**config.mk**
```make
export PLATFORM = sky130hd
export DESIGN_NAME = pmrm_ctrl
export DESIGN_NICKNAME = d
export VERILOG_FILES = /design/src/rtl/core/pmrm_pkg.sv /design/src/rtl/core/pmrm_ctrl.sv
export SDC_FILE = /design/constraint.sdc
export NUM_CORES = 1
export LEC_CHECK = 0
export BUFFER_PORTS_ARGS = -buffer_cell sky130_fd_sc_hd__buf_2
export CORE_AREA = 2 2 39 41
export DETAILED_ROUTE_END_ITERATION = 7
export DIE_AREA = 0 0 41 43
export PLACE_DENSITY = 0.5
export SKIP_CTS_REPAIR_TIMING = 1
export SLEW_MARGIN = 30
export SYNTH_ARGS = -nofsm -noshare
export SYNTH_HDL_FRONTEND = slang
export SYNTH_SLANG_ARGS = --single-unit
```
**constraint.sdc**
```tcl
create_clock -name i_clk -period 1.55 [get_ports i_clk]
set_input_delay 0.0775 -clock i_clk [delete_from_list [all_inputs] [get_ports i_clk]]
set_output_delay 0.0775 -clock i_clk [all_outputs]
set_load 0.02 [all_outputs]
```
**src/rtl/core/pmrm_pkg.sv**
```systemverilog
// Shared types and constants of the prioritized mask rule matcher.
`timescale 1ns / 1ps
package pmrm_pkg;

    localparam int MAX_RESULTS = 32;
    localparam int RES_CNT_W   = 6;
    localparam int MASK_W      = 64;
    // One stored rule: type bit, in up, in down, out up, out down.
    localparam int RULE_W      = 1 + 4 * MASK_W;

    typedef enum logic [1:0] {
        KIND_ADD   = 2'd0,
        KIND_DEL   = 2'd1,
        KIND_MATCH = 2'd2,
        KIND_NOP   = 2'd3
    } t_kind;

    typedef enum logic [2:0] {
        ST_OK        = 3'd0,
        ST_FULL      = 3'd1,
        ST_EMPTY     = 3'd2,
        ST_BAD_TYPE  = 3'd3,
        ST_BAD_IN    = 3'd4,
        ST_BAD_OUT   = 3'd5,
        ST_NOT_FOUND = 3'd6
    } t_status;

    typedef enum logic [2:0] {
        S_IDLE,
        S_DECODE,
        S_DEL_SCAN,
        S_DEL_FIN,
        S_M_RD,
        S_M_EV,
        S_EMIT
    } t_state;

    typedef struct packed {
        logic in_ready;
        logic decode;
        logic del_step;
        logic del_fin;
        logic m_eval;
        logic emit;
    } t_cmd;

    typedef struct packed {
        logic  in_valid;
        t_kind kind;
        logic  empty;
        logic  k_last;
        logic  stall;
        logic  can_load;
    } t_stat;

endpackage

```
**src/rtl/core/pmrm_ctrl.sv**
```systemverilog
// Controller state machine that sequences decode, delete scan and match walk.
`timescale 1ns / 1ps
module pmrm_ctrl (
    input  logic            i_clk,
    input  logic            i_rst_n,
    input  pmrm_pkg::t_stat i_stat,
    output pmrm_pkg::t_cmd  o_cmd
);
    pmrm_pkg::t_state r_state, n_state;

    always_ff @(posedge i_clk) begin
        if (!i_rst_n) begin
            r_state <= pmrm_pkg::S_IDLE;
        end else begin
            r_state <= n_state;
        end
    end

    always_comb begin
        n_state = r_state;
        o_cmd   = '0;
        unique case (r_state)
            pmrm_pkg::S_IDLE: begin
                o_cmd.in_ready = 1'b1;
                if (i_stat.in_valid) begin
                    n_state = pmrm_pkg::S_DECODE;
                end
            end
            pmrm_pkg::S_DECODE: begin
                o_cmd.decode = 1'b1;
                if (i_stat.kind == pmrm_pkg::KIND_DEL && !i_stat.empty) begin
                    n_state = pmrm_pkg::S_DEL_SCAN;
                end else if (i_stat.kind == pmrm_pkg::KIND_MATCH && !i_stat.empty) begin
                    n_state = pmrm_pkg::S_M_RD;
                end else begin
                    n_state = pmrm_pkg::S_EMIT;
                end
            end
            pmrm_pkg::S_DEL_SCAN: begin
                o_cmd.del_step = 1'b1;
                if (i_stat.k_last) begin
                    n_state = pmrm_pkg::S_DEL_FIN;
                end
            end
            pmrm_pkg::S_DEL_FIN: begin
                o_cmd.del_fin = 1'b1;
                n_state       = pmrm_pkg::S_EMIT;
            end
            pmrm_pkg::S_M_RD: begin
                n_state = pmrm_pkg::S_M_EV;
            end
            pmrm_pkg::S_M_EV: begin
                o_cmd.m_eval = 1'b1;
                if (!i_stat.stall) begin
                    n_state = i_stat.k_last ? pmrm_pkg::S_EMIT : pmrm_pkg::S_M_RD;
                end
            end
            pmrm_pkg::S_EMIT: begin
                o_cmd.emit = 1'b1;
                if (i_stat.can_load) begin
                    n_state = pmrm_pkg::S_IDLE;
                end
            end
            default: n_state = pmrm_pkg::S_IDLE;
        endcase
    end
endmodule

```
# ---- Word level (Yosys, flattened, before mapping)
# Index checks and enable logic that the tools add are counted.
dict set report totals {
  ff_bits 3
}
dict set report classes {
  n_eq_ne 12
  reduce_logical 5
  muxes 14
}
# operator n
set ops {}
lappend ops {{case mux 3 bit (7 select lines)} 1}
lappend ops {{two-way mux 3 bit} 5}
lappend ops {{== test 3 bit, second input constant} 3}
lappend ops {{!= test 2 bit, second input constant} 4}
lappend ops {{== test 3 x 2 -> 1 bit, second input constant} 2}
lappend ops {{two-way mux 1 bit} 6}
lappend ops {{two-way mux 2 bit} 2}
lappend ops {{AND reduction 4 bit} 1}
lappend ops {{== test 3 x 1 -> 1 bit, second input constant} 1}
lappend ops {{logical NOT 3 bit} 1}
lappend ops {{== test 2 x 1 -> 1 bit, second input constant} 1}
lappend ops {{== test 2 bit, second input constant} 1}
lappend ops {{logical AND 1 bit} 2}
lappend ops {{logical NOT 1 bit} 1}

# ---- Longest topological paths before layout
dict set report logic_depth {
  ltp_word 5
  depth_mapped 5
  depth_no_buf 4
}

# ---- Least setup slack after synthesis
# Ideal clock, no wire load.
dict set report synth_path {
  kind {register to register}
  start {register r_state[1]}
  end {register r_state[0]}
  period_less_slack_ns 1.351
  required_time_ns 1.491
  n_path_buf 0
  path_slack_ns 0.199
  arrival_ns 1.292
  path_stages_with_launch 5
  path_cell_list {dfxtp_1 -> inv_1 -> nor3_1 -> a22o_1 -> and2_1}
}
dict set report synth_via {
  elab_chain_len 3
}
# element line
set synth_lines {}
lappend synth_lines {{start: declaration} pmrm_ctrl.sv:9} ;# pmrm_pkg::t_state r_state, n_state;
lappend synth_lines {{start signal: assignment} pmrm_ctrl.sv:13} ;# r_state <= pmrm_pkg::S_IDLE;
lappend synth_lines {{start signal: assignment} pmrm_ctrl.sv:15} ;# r_state <= n_state;
lappend synth_lines {{== test 3 x 2 -> 1 bit, or another cell as far along} pmrm_ctrl.sv:22} ;# unique case (r_state)
lappend synth_lines {{!= test 2 bit (no line)} --}
lappend synth_lines {{AND reduction 4 bit (no line)} --}
# Several ways; a longest one is shown, not always the timed one.
# A chain may end at the register's enable or synchronous reset.

==> results.toml <==
[outcome]
status = "finished clean"

[yosys]
synth_fa_ha_area_share_pct = 0
synth_compound_area_share_pct = 34.84
ys_top_cells_by_area = "dfxtp_1, nand2_1, nor2_1"
async_reset_ff_share_pct = 0
synth_commonest_cells = "nand2_1, nor2_1, dfxtp_1, o21ai_0"
yosysWarnings = 0
synth_simple_gate_area_share_pct = 34.39
synth-xor-area-share_pct = 0
yosysUniqueCellTypes = 23
yosys.area.top_type_share_pct = 21.72
synth_cells = 38
synth_largest_area_cell = "dfxtp_1"
muxShareOfSynthArea_pct = 0
synth_ff_type = "dfxtp_1"
synth-edff-count = 0
syn_avg_cell_area_um2 = 7.277
synth_top_family_by_area = "compound AO/OA/AOI/OAI gates"
syn_area_um2 = 276.5
ys_seq_elements = 3
syn-num-nets = 47
yosysSeqAreaShare_pct = 21.72

[floorplan]
fp.coreArea_um2 = 1384
fp.dieH_um = 43
io_pins = 15
die_w_um = 41
dieArea_um2 = 1763
std_cell_rows = 14
initial_utilization_pct = 19.98

[placed_design]
routabilityCongestion = 0.6985
dpl.hpwl_um = 576.5
io_buffers = 14
dp.cells = 66

[clocking]
cts_buffer_depth = 2
cts_made_buffers = 3
cts.sinks = 3
path_clk_slew_ns = 0.03
clk_latency_ns = 0.23
clockRootBuffer = "clkbuf_4"
h-tree-depth = 1
cts_tree = "yes"

[worst_setup_path]
crit_required_ns = 1.47
crit_path_end_kind = "output pin"
cp-start-kind = "register"
critPathBufInv = 1
crit_path_top_delay_cell = "dfxtp_1"
reg2regPathDepth = 3
r2r_start = "r_state[2]"
reg2reg_to = "r_state[1]"
ff2ff_setup_slack_ns = 0.31
cp_slowest_stage_delay_ns = 0.58
path_cells = "nand2b_1, nor2_1, buf_2"
worst-setup-path-type = "reg2out"
critPathMaxFanout = 13
worstPathArrival_ns = 1.22
crit_family = "flip-flops"

[pwr]
peakVddDrop_v = 0.0003738
p_per_area_nw_per_um2 = 1649
p_leak_nw = 0.1755

[finish]
multiInputGateArea_um2 = 191.4
nets = 64
reg_top3 = "r_state (3)"
antenna_cells = 0
drive_gt1_share_pct = 37.04
final_cell_count_no_fill = 70
regMostFlops = "r_state"
fillers = 159
ff_latch_area_um2 = 60.06
area_delta_synth_final_pct = 37.10
largest_reg_flops = 3
fin_util_pct = 27.40

[global_routing]
grt_use_total_pct = 10.01
grt_max_degree = 14
grt_pass1_wl_um = 1159
antenna_found_initial = 0
grt_pass1_vias = 290
grt-ovfl-total = 0

[routing]
top_layer = "met4"
drc = 0
wl_um = 772
wl_met1_um = 356
firstDrtPassIters = 3
wl_per_cell_um = 11.03
initialDrtViolationCount = 4
avgViaCountPerCell = 4.800
vias = 336
antenna_left = 0
wl_met3_um = 66
dr_wl_met2_um = 339

[timing]
final-max-slew-violation-count = 0
setup_viol_count_final = 0
setup_tns_ns = 0
relSlewSlack_pct = 70.22
fmax_ghz = 0.7682
finalCritPeriodShare_pct = 83.98
max_slew.worst_pin.slew_ns = 0.4410
hold_viol_final = 0
rsz0062_at_grt = "no"
fin_crit_ns = 1.302
fin_skew_ns = 0.00008885

[worst_hold_path]
hold-path-endpoint = "r_state[2]"
min_from = "i_rst_n"
min_path_cells = 2
worstHoldPathType = "in2reg"

[job]
max_cap_violations = 0
routing by layer:
layer  GRT usage, %  vias to the layer above
met2          12.19                       14
met4          8.000                        0
met5              0                        -
li1               -                      170
met1          13.69                      150
met3          3.141                        2
final cells by class:
type | instances | share of cell area (%)
flip-flops and latches | 3 | 15.84
inverters | 1 | 0.9901
multi-input cells | 31 | 50.50
well taps | 16 | 5.281
repair buffers | 15 | 20.46
clock buffers | 4 | 6.931
metrics by stage:
stage	setup WS [ns]	power (mW)	hold slack, ns	instance area [µm²]
5_1_grt	0.1547	0.6824	0.09178	379.1
6_report	0.2482	0.6252	0.08139	379.1
3_3_place_gp	0.3489	0.4848	0.3228	352.8
2_1_floorplan	0.1992	0.4099	0.1992	276.5
3_5_place_dp	0.3327	0.4897	0.3197	352.8
4_1_cts	0.2372	0.6379	0.07116	379.1
where the power goes:
| group | switching, mW | leakage, nW | internal (mW) |
|---|---|---|---|
| Combinational | 0.185 | 0.136 | 0.140 |
| Sequential | 0.0604 | 0.0248 | 0.103 |
| Clock | 0.0402 | 0.0150 | 0.0964 |
worst max path at each step:
stage / slack, ns / depth (start not counted) / from / end
after global placement: 0.35 / 3 / r_state[2] / r_state[1]
after floorplan: 0.20 / 4 / r_state[1] / r_state[0]
final: 0.25 / 3 / r_state[2] / o_cmd[2]
after detailed placement: 0.33 / 3 / r_state[2] / r_state[1]
after CTS: 0.24 / 3 / r_state[2] / o_cmd[2]
after global routing: 0.15 / 2 / r_state[2] / o_cmd[1]
cells by family after synthesis:
group / Yosys count
AOI/OAI and AO/OA: 12
buffers and inverters: 4
DFF: 3
and+or+nand+nor: 19
placed cells by master, fill, tap and decap left out, drive strengths merged, types with 2 or more instances in the layout:
master / Yosys / layout
buf: 3 / 15
o21ai: 4 / 4
and2: 2 / 2
nor2: 5 / 5
nand2: 5 / 5
nor3: 2 / 2
clkbuf: 0 / 4
dfxtp: 3 / 3
No activity file was read; power rests on OpenSTA's default activity.
